## config.mk

```make
export PLATFORM = sky130hd
export DESIGN_NAME = framed_message_parser_core
export DESIGN_NICKNAME = d
export VERILOG_FILES = /design/src/sv/fmp_pkg.sv /design/src/sv/framed_message_parser_core.sv
export SDC_FILE = /design/constraint.sdc
export NUM_CORES = 1
export LEC_CHECK = 0
export BUFFER_PORTS_ARGS = -buffer_cell sky130_fd_sc_hd__clkbuf_2
export CORE_ASPECT_RATIO = 2
export CORE_UTILIZATION = 50
export CTS_CLUSTER_SIZE = 30
export DETAILED_ROUTE_END_ITERATION = 6
export PLACE_DENSITY_LB_ADDON = 0.1
export SKIP_LAST_GASP = 1
export SYNTH_ARGS = -nofsm -noshare
export SYNTH_HDL_FRONTEND = slang
export SYNTH_SLANG_ARGS = --single-unit
```

## constraint.sdc

```tcl
create_clock -name clk_i -period 11.13 [get_ports clk_i]
set_input_delay 0.5565 -clock clk_i [delete_from_list [all_inputs] [get_ports clk_i]]
set_output_delay 0.5565 -clock clk_i [all_outputs]
set_load 0.005 [all_outputs]
```

## src/sv/fmp_pkg.sv

```systemverilog
// ============================================================================
// fmp_pkg
// Shared types and constants for the framed message parser: frame marker
// bytes, event codes and the parser phase encoding.
// ============================================================================
`default_nettype none

package fmp_pkg;

  localparam int unsigned RxBufferBytesDefault = 4096;
  localparam int unsigned FrameOverhead        = 10;
  localparam int unsigned MaxLenWidth          = 12;

  localparam logic [7:0] StartByte = 8'hA5;
  localparam logic [7:0] EndByte   = 8'h5A;
  localparam logic [7:0] CloseByte = 8'h04;

  typedef enum logic [2:0] {
    EV_HEADER_DONE = 3'd0,
    EV_CONTENT     = 3'd1,
    EV_MSG_DONE    = 3'd2,
    EV_CLOSE       = 3'd3,
    EV_BAD_START   = 3'd4,
    EV_BAD_END     = 3'd5,
    EV_TOO_LONG    = 3'd6
  } event_e;

  typedef enum logic [3:0] {
    PH_START   = 4'b0001,
    PH_HEADER  = 4'b0010,
    PH_CONTENT = 4'b0100,
    PH_END     = 4'b1000
  } phase_e;

endpackage

`default_nettype wire

```

## src/sv/framed_message_parser_core.sv

```systemverilog
// ============================================================================
// framed_message_parser_core
// Deframes a byte stream into messages: start byte, 32-bit identifier,
// 32-bit content length, content bytes and end byte. Reports header,
// content bytes, message completion, session close and framing errors.
// ============================================================================
//
//  channel  direction  handshake              payload
//  -------  ---------  ---------------------  ----------------------------------
//  in       sink       in_valid_i/in_stall_o  rx_byte_i, restart_i
//  out      source     out_valid_o/out_stall_i event_res_o, msg_id_o,
//                                             content_len_o, data_byte_o,
//                                             byte_index_o
//  cfg      sink       cfg_valid_i/cfg_ready_o cfg_data_i (max_content_len)
//
//  An accepted byte is captured in an input register and is parsed from there
//  once the output can take a result; its result (if any) is then held in the
//  result register. One byte is accepted every clock while the output is not
//  stalled; the parse stage and the result register advance together.
//  A stall on the output holds the result register and the input register
//  and raises in_stall_o once the input register is occupied.
//  Reset clears the parser to expect a start byte and loads the length
//  limit with its default value.
// ============================================================================
`default_nettype none

module framed_message_parser_core #(
  parameter int unsigned RX_BUFFER_BYTES = fmp_pkg::RxBufferBytesDefault
) (
  input  wire logic        clk_i,
  input  wire logic        rst_ni,

  input  wire logic        in_valid_i,
  output logic             in_stall_o,
  input  wire logic [7:0]  rx_byte_i,
  input  wire logic        restart_i,

  output logic             out_valid_o,
  input  wire logic        out_stall_i,
  output logic [2:0]       event_res_o,
  output logic [31:0]      msg_id_o,
  output logic [31:0]      content_len_o,
  output logic [7:0]       data_byte_o,
  output logic [11:0]      byte_index_o,

  input  wire logic        cfg_valid_i,
  output logic             cfg_ready_o,
  input  wire logic [11:0] cfg_data_i
);
  import fmp_pkg::*;

  localparam int unsigned BufLimitInt = RX_BUFFER_BYTES - FrameOverhead;
  localparam logic [31:0] BufLimit    = 32'(BufLimitInt);
  localparam logic [MaxLenWidth-1:0] DefaultLimit =
    (BufLimitInt > 4095) ? MaxLenWidth'(4095) : MaxLenWidth'(BufLimitInt);

  // Configuration register
  logic [MaxLenWidth-1:0] max_len_q;

  assign cfg_ready_o = 1'b1;

  always_ff @(posedge clk_i or negedge rst_ni) begin
    if (!rst_ni) begin
      max_len_q <= DefaultLimit;
    end else if (cfg_valid_i) begin
      max_len_q <= cfg_data_i;
    end
  end

  // Input register
  logic       in_valid_q;
  logic [7:0] byte_q;
  logic       restart_q;
  logic       out_ready;
  logic       parse_fire;

  assign out_ready  = !out_valid_o || !out_stall_i;
  assign in_stall_o = in_valid_q && !out_ready;
  assign parse_fire = in_valid_q && out_ready;

  always_ff @(posedge clk_i or negedge rst_ni) begin
    if (!rst_ni) begin
      in_valid_q <= 1'b0;
    end else if (!in_stall_o) begin
      in_valid_q <= in_valid_i;
    end
  end

  always_ff @(posedge clk_i) begin
    if (in_valid_i && !in_stall_o) begin
      byte_q    <= rx_byte_i;
      restart_q <= restart_i;
    end
  end

  // Parser state
  phase_e      phase_q, phase_d;
  logic [3:0]  hdr_cnt_q, hdr_cnt_d;
  logic [31:0] id_q, id_d;
  logic [31:0] len_q, len_d;
  logic [11:0] cnt_q, cnt_d;
  logic        halted_q, halted_d;

  // Result of the current parse
  logic        emit;
  event_e      ev;
  logic [31:0] res_id;
  logic [31:0] res_len;
  logic [7:0]  res_data;
  logic [11:0] res_idx;

  logic [31:0] len_full;
  logic [12:0] cnt_next;

  assign len_full = {len_q[23:0], byte_q};
  assign cnt_next = {1'b0, cnt_q} + 13'd1;

  always_comb begin
    phase_d   = phase_q;
    hdr_cnt_d = hdr_cnt_q;
    id_d      = id_q;
    len_d     = len_q;
    cnt_d     = cnt_q;
    halted_d  = halted_q;
    emit      = 1'b0;
    ev        = EV_HEADER_DONE;
    res_id    = '0;
    res_len   = '0;
    res_data  = '0;
    res_idx   = '0;

    if (restart_q) begin
      phase_d   = PH_START;
      hdr_cnt_d = '0;
      id_d      = '0;
      len_d     = '0;
      cnt_d     = '0;
      halted_d  = 1'b0;
    end else if (!halted_q) begin
      unique case (phase_q)
        PH_START: begin
          if (byte_q == StartByte) begin
            phase_d   = PH_HEADER;
            hdr_cnt_d = '0;
            id_d      = '0;
            len_d     = '0;
            cnt_d     = '0;
          end else begin
            halted_d = 1'b1;
            emit     = 1'b1;
            if (byte_q == CloseByte) begin
              ev = EV_CLOSE;
            end else begin
              ev       = EV_BAD_START;
              res_data = byte_q;
            end
          end
        end
        PH_HEADER: begin
          hdr_cnt_d = hdr_cnt_q + 4'd1;
          if (!hdr_cnt_q[2]) begin
            id_d = {id_q[23:0], byte_q};
          end else begin
            len_d = len_full;
          end
          // The eighth header byte completes the length field.
          if (hdr_cnt_q == 4'd7) begin
            emit    = 1'b1;
            res_id  = id_q;
            res_len = len_full;
            if (len_full > {20'd0, max_len_q} || len_full > BufLimit) begin
              halted_d = 1'b1;
              ev       = EV_TOO_LONG;
            end else begin
              ev      = EV_HEADER_DONE;
              cnt_d   = '0;
              phase_d = (len_full == 32'd0) ? PH_END : PH_CONTENT;
            end
          end
        end
        PH_CONTENT: begin
          cnt_d    = cnt_next[11:0];
          emit     = 1'b1;
          ev       = EV_CONTENT;
          res_id   = id_q;
          res_len  = len_q;
          res_data = byte_q;
          res_idx  = cnt_q;
          if ({19'd0, cnt_next} >= len_q) begin
            phase_d = PH_END;
          end
        end
        PH_END: begin
          emit = 1'b1;
          if (byte_q == EndByte) begin
            ev        = EV_MSG_DONE;
            res_id    = id_q;
            res_len   = len_q;
            phase_d   = PH_START;
            hdr_cnt_d = '0;
            cnt_d     = '0;
          end else begin
            ev       = EV_BAD_END;
            res_data = byte_q;
            halted_d = 1'b1;
          end
        end
        default: begin
          phase_d = PH_START;
        end
      endcase
    end
  end

  always_ff @(posedge clk_i or negedge rst_ni) begin
    if (!rst_ni) begin
      phase_q   <= PH_START;
      hdr_cnt_q <= '0;
      id_q      <= '0;
      len_q     <= '0;
      cnt_q     <= '0;
      halted_q  <= 1'b0;
    end else if (parse_fire) begin
      phase_q   <= phase_d;
      hdr_cnt_q <= hdr_cnt_d;
      id_q      <= id_d;
      len_q     <= len_d;
      cnt_q     <= cnt_d;
      halted_q  <= halted_d;
    end
  end

  // Result register
  always_ff @(posedge clk_i or negedge rst_ni) begin
    if (!rst_ni) begin
      out_valid_o <= 1'b0;
    end else if (out_ready) begin
      out_valid_o <= parse_fire && emit;
    end
  end

  always_ff @(posedge clk_i) begin
    if (parse_fire && emit) begin
      event_res_o   <= ev;
      msg_id_o      <= res_id;
      content_len_o <= res_len;
      data_byte_o   <= res_data;
      byte_index_o  <= res_idx;
    end
  end

endmodule

`default_nettype wire

```

==> reports/results.ini, run 1 <==
[outcome]
status = finished clean

[grt]
antenna_found_initial = 0
grt-ovfl-total = 0
grt_pass1_vias = 6312
grt_max_degree = 74
track_usage = 0.241
grt_pass1_wl_microns = 32200

[placed_design]
routabilityCongestion = 0.862
portBuffers = 114
hpwl_microns = 14200
pre_cts_slack_ns = 7.35
dp_cells = 1006

[logic_synthesis]
yosys.area.top_type = edfxtp_1
ys_top_cells_by_area = edfxtp_1 34%, dfrtp_1 26%, a22o_1 6.5%
ys.flop_type = edfxtp_1
synthArstFlopShare = 0.508
syn-instance-count = 714
synth-seq-cells = 195
yosysWarnings = 0
syn-num-nets = 767
syn_avg_cell_area_sq_um = 12.0
syn_area_sq_um = 8580
synthDistinctLibCells = 58
ys_seq_area_frac = 0.627
synth_edf_count = 96
synth_top_area_share = 0.336

[cts]
post_cts_buffers = 0
clock_path_buffers = 2
postCtsHoldBufs = 0
cts_tree = yes
cts_max_level = 4
cts_resized = 0
root_buffer = clkbuf_16
numCtsBuffers = 17
clock_latency_ns = 0.44
clk_pin_slew_ns = 0.07
clock-sinks = 195

[finish]
drive_gt1_frac = 0.217
fin_cells = 1038
fin_util = 0.592
mostFrequentLayoutCells = 113 x clkbuf_2, 96 x edfxtp_1, 88 x dfrtp_1
nFillCells = 1405
mostFrequentLayoutCell = clkbuf_2
fin_nets = 871
num_antenna_cells = 0
synthToLayoutAreaGrowth_pct = 15.7

[pwr]
p_leak_nw = 4.24
pwr_density_cell_nw_per_um2 = 174
switching_power_mw = 0.517
power_mw = 1.73
peakVddDrop_v = 0.000119
p_sw_frac = 0.299
p_int_mw = 1.21
seq_power_share = 0.503
p_clk_frac = 0.332
p_comb_frac = 0.166

[sta]
fin_crit_sh = 0.341
finalSetupViolCount = 0
min_period_ns = 3.79
tightest_slew_ns = 1.06
skew_ns = 0.0122
slew-limit-headroom = 0.291
max_freq_mhz = 264
slew_violations = 0
setup_ws_ns = 7.34
fin_setup_tns_ns = 0
rsz0062_at_grt = false
hold_violations = 0

[floorplan]
core_area_sq_um = 16800
rows = 67
die_w_microns = 94.6
num_io_pins = 116
fp.dieH_microns = 187
start_util = 0.511
die-area_sq_um = 17700

[drt]
vias = 6023
drc = 0
first_iter_violations = 269
final_antenna_net_count = 0
totalWireLength_microns = 19900
viasPerCell = 5.80
dr.pass1.iters = 4
wl_per_cell_microns = 19.1

[hold_path]
hold_class = in -> async

[setup_path]
crit_path_start_kind = flop
crit_path_end_kind = flop
cp.required_ns = 11.19
crit_fanout = 73
critPathKind = reg -> reg
crit_arrival_ns = 3.85

[job]
maxCapViolCount = 0

==> synth_stat cells, types with 2 or more instances <==
| cell type | count |
|---|---|
| nand4_1 | 4 |
| nor3_1 | 10 |
| nand3_1 | 15 |
| o21ai_0 | 12 |
| nand2_1 | 57 |
| or4b_1 | 3 |
| inv_1 | 27 |
| dfrtp_1 | 88 |
| and4b_1 | 2 |
| xor2_1 | 7 |
| a211oi_1 | 4 |
| clkbuf_1 | 35 |
| a211o_1 | 2 |
| xnor2_1 | 5 |
| buf_2 | 3 |
| nand2b_1 | 3 |
| mux2_1 | 2 |
| or2_2 | 3 |
| nor2_1 | 58 |
| ha_1 | 27 |
| o21ai_1 | 23 |
| and2_1 | 43 |
| and3_1 | 18 |
| a31oi_1 | 7 |
| a21oi_1 | 15 |
| a21o_1 | 3 |
| a22oi_1 | 32 |
| dfstp_2 | 11 |
| a22o_1 | 64 |
| edfxtp_1 | 96 |
| nor4_1 | 8 |
==> power groups by stage <==
| stage | registers (mW) | logic (mW) | clock network, mW |
|---|---|---|---|
| floorplan | 0.883 | 0.173 | 0 |
| global placement | 0.880 | 0.283 | 0 |
| detailed placement | 0.884 | 0.285 | 0 |
| CTS | 0.869 | 0.287 | 0.584 |
| global route | 0.876 | 0.316 | 0.608 |
| finish | 0.869 | 0.286 | 0.573 |
==> registers in the layout (all words and copies together), names as in the netlist <==
name / count
data_byte_o: 8
byte_q: 8
cnt_q: 12
content_len_o: 32
out_valid_o: 1
byte_index_o: 12
id_q: 32
len_q: 32
in_valid_q: 1
msg_id_o: 32
halted_q: 1
hdr_cnt_q: 4
event_res_o: 3
phase_q: 4
restart_q: 1
max_len_q: 12
==> final timing paths <==
path | start | endpoint | slack [ns] | cells after the start
hold / removal | rst_ni | cnt_q[7] | 0.03 | 1
hold reg to reg | hdr_cnt_q[3] | hdr_cnt_q[3] | 0.49 | 1
max in group asynchronous | rst_ni | id_q[12] | 9.80 | 2
min in group clk_i | rx_byte_i[2] | byte_q[2] | 0.30 | 1
setup / recovery | restart_q | data_byte_o[6] | 7.34 | 4
setup reg to reg | restart_q | data_byte_o[6] | 7.34 | 4
==> worst max-delay path, cell delays in order, from the launching register on <==
cell and delay, ns:
edfxtp_1 0.59, nor2_1 0.80, o21ai_1 0.35, a211oi_4 0.77, buf_4 0.82
==> area by class of cell <==
class	count	area [sq um]	area share
timing repair buffer	124	648	0.0653
clock inverter	14	124	0.0125
tap	207	259	0.0261
sequential	195	5370	0.542
clock buffer	18	429	0.0433
multi-input combinational	452	2980	0.300
inverter	28	105	0.0106
==> metrics by stage <==
step / hold WS [ns] / area (sq um)
4_1_cts: 0.0336 / 9920
6_report: 0.0348 / 9920
3_5_place_dp: 0.479 / 9370
3_3_place_gp: 0.456 / 9370
2_1_floorplan: 0.261 / 8580
5_1_grt: 0.0570 / 9920
==> routing by layer <==
metal	vias to the layer above	global-route usage	wire, microns
li1	2841	-	-
met2	182	0.426	10900
met4	0	0.123	735
met3	45	0.0386	705
met1	2955	0.271	7570
met5	-	0	0
==> logic make-up after synthesis <==
group / count (synthesis) / share of synthesized area
AO/OA/AOI/OAI: 175 / 0.149
XOR/XNOR: 12 / 0.0123
adder cells (fa/ha/maj): 27 / 0.0394
buffers and inverters: 67 / 0.0302
flip-flops: 195 / 0.627
multiplexers: 3 / 0.00394
other: 1 / 0.000437
AND/OR/NAND/NOR: 234 / 0.138
No activity file was read; power rests on OpenSTA's default activity.
==> run 2, diff against run 1 <==
Clock period 11.13 ns to 3.2 ns, I/O delays scaled along.
==> run 2 against run 1 <==
Net effect: worst setup slack lost 7.1 ns; largest cell class unchanged; sequential share of layout area shrank 2.3 points; utilization is 2.7 points higher; sequential cell count is the same.
==> reports/results.ini, run 2 (synthesized netlist as in run 1, its figures left out) <==
[setup_path]
critPathTopFamily = compound AO/OA/AOI/OAI gates  ; unchanged
slowest_stage = or4_4  ; was buf_4
path_buf_inv = 0  ; was 1
crit_path_start_kind = flop  ; unchanged
cp.required_ns = 3.54  ; was 11.19 ns
ff2ff_path_depth = 7  ; was 4
max_stage_delay_ns = 0.59  ; was 0.82 ns
critPathKind = reg -> reg  ; unchanged
rrSetupSlack_ns = 0.23  ; was 7.34 ns
rr_startpoint = len_q[7]  ; was restart_q
crit_arrival_ns = 3.30  ; was 3.85 ns
r2r_end = cnt_q[9]  ; was data_byte_o[6]
crit_path_cell_trace = or4_4 > nor3_1 > o311ai_1 > a2111o_1 > a211o_1 > or2_1 > o31ai_2  ; was nor2_1 > o21ai_1 > a211oi_4 > buf_4
crit_fanout = 6  ; was 73
crit_path_end_kind = flop  ; unchanged

[floorplan]
core_area_sq_um = 16800  ; unchanged
num_io_pins = 116  ; unchanged
die_w_microns = 94.6  ; unchanged
die-area_sq_um = 17700  ; unchanged
fp.dieH_microns = 187  ; unchanged
rows = 67  ; unchanged
start_util = 0.511  ; unchanged

[cts]
cts_max_level = 4  ; unchanged
clk_pin_slew_ns = 0.07  ; about the same
root_buffer = clkbuf_16  ; unchanged
clock-sinks = 195  ; unchanged
cts_tree = yes  ; unchanged
clock_path_buffers = 2  ; unchanged
clock_latency_ns = 0.44  ; about the same
numCtsBuffers = 17  ; unchanged

[sta]
slew_violations = 0  ; unchanged
slew-limit-headroom = 0.262  ; was 0.291
finalSetupViolCount = 0  ; unchanged
max_freq_mhz = 337  ; was 264 MHz
rsz0062_at_grt = false  ; unchanged
min_period_ns = 2.97  ; was 3.79 ns
hold_violations = 0  ; unchanged
tightest_slew_ns = 1.11  ; was 1.06 ns
skew_ns = 0.0107  ; was 0.0122 ns
fin_crit_sh = 0.927  ; was 0.341

[grt]
grt-ovfl-total = 0  ; unchanged
grt_pass1_wl_microns = 32200  ; about the same
track_usage = 0.240  ; was 0.241
grt_pass1_vias = 6206  ; was 6312
antenna_found_initial = 0  ; unchanged
grt_max_degree = 85  ; was 74

[finish]
fin_util = 0.618  ; was 0.592
drive_gt1_frac = 0.240  ; was 0.217
mostFrequentLayoutCell = clkbuf_2  ; unchanged
num_antenna_cells = 0  ; unchanged
mostFrequentLayoutCells = 113 x clkbuf_2, 96 x edfxtp_1, 87 x dfrtp_1  ; was 113 x clkbuf_2, 96 x edfxtp_1, 88 x dfrtp_1
final_cell_area_sq_um = 10400  ; was 9920 sq um
synthToLayoutAreaGrowth_pct = 20.9  ; was 15.7%
fin_cells = 1079  ; was 1038
fin_nets = 912  ; was 871
nFillCells = 1368  ; was 1405

[drt]
first_iter_violations = 356  ; was 269
vias = 6240  ; was 6023
wl_per_cell_microns = 18.7  ; was 19.1 microns
totalWireLength_microns = 20100  ; was 19900 microns
dr.pass1.iters = 5  ; was 4
final_antenna_net_count = 0  ; unchanged
viasPerCell = 5.78  ; was 5.80
drc = 0  ; unchanged

[pwr]
p_leak_nw = 4.44  ; was 4.24 nW
pwr_density_cell_nw_per_um2 = 593  ; was 174 nW/um^2
peakVddDrop_v = 0.000431  ; was 0.000119 V

[hold_path]
worstHoldPathCells = 3
hp-start = cfg_valid_i
hold_end = max_len_q[8]
hold_class = in -> reg  ; was in -> async

[placed_design]
hpwl_microns = 13900  ; was 14200 microns
portBuffers = 114  ; unchanged
routabilityCongestion = 0.888  ; was 0.862
place_area_sq_um = 9530  ; was 9370 sq um
dp_cells = 1022  ; was 1006

[job]
maxCapViolCount = 0  ; unchanged

[outcome]
status = finished clean  ; unchanged

[run 2: tightest hold or removal path, stage by stage]
cell      delay (ns)
clkbuf_2        0.25
nand2_1         0.11
o21ai_0         0.07
[run 2: metal layers]
metal | GRT usage | routed length, microns | share of wire
met1 | 0.286 | 7940 | 0.39
met2 | 0.418 | 10900 | 0.54
met3 | 0.0382 | 698 | 0.035
met4 | 0.106 | 600 | 0.030
met5 | 0 | 0 | 0
[run 2: area by class of cell]
type / count / area, sq um / area share
clock buffers: 19 / 453 / 0.0437
clock inverters: 13 / 119 / 0.0115
inverters: 28 / 105 / 0.0101
multi-input cells: 452 / 3030 / 0.292
flip-flops and latches: 195 / 5380 / 0.518
well taps: 207 / 259 / 0.0250
repair buffers: 165 / 1030 / 0.0992
[run 2: worst max-delay path by stage]
stage,slack (ns),to,start,depth (start not counted)
after floorplan,-0.91,byte_index_o[0],phase_q[2],5
after global placement,0.25,phase_q[2],cnt_q[0],13
after detailed placement,0.04,phase_q[1],cnt_q[0],13
after CTS,0.004,phase_q[1],cnt_q[0],13
after global routing,0.03,phase_q[2],cnt_q[1],13
final,0.23,cnt_q[9],len_q[7],7
[run 2: what timing repair did]
| item | 4_1_cts | 5_1_grt |
|---|---|---|
| endpoints found under the setup margin | 0 | 4 |
| hold buffers | 24 | 0 |
| hold endpoints to repair | 87 | 0 |
| resized for setup | 0 | 5 |
| setup buffers | 0 | 1 |
[run 2: where the power goes]
part | switching (mW) | total (mW) | internal (mW)
logic | 0.722 | 1.11 | 0.389
clock network | 0.976 | 2.04 | 1.07
registers | 0.110 | 3.00 | 2.89
total | 1.81 | 6.15 | 4.34
[run 2: metrics by stage]
step	setup WS (ns)	hold WS, ns	total power, mW	setup TNS [ns]
finish	0.234	0.167	6.15	0
global route	0.0344	0.208	6.42	0
CTS	0.00376	0.149	6.20	0
global placement	0.247	0.342	4.11	0
floorplan	-0.913	-0.136	3.71	-80.09
detailed placement	0.0411	0.339	4.14	0
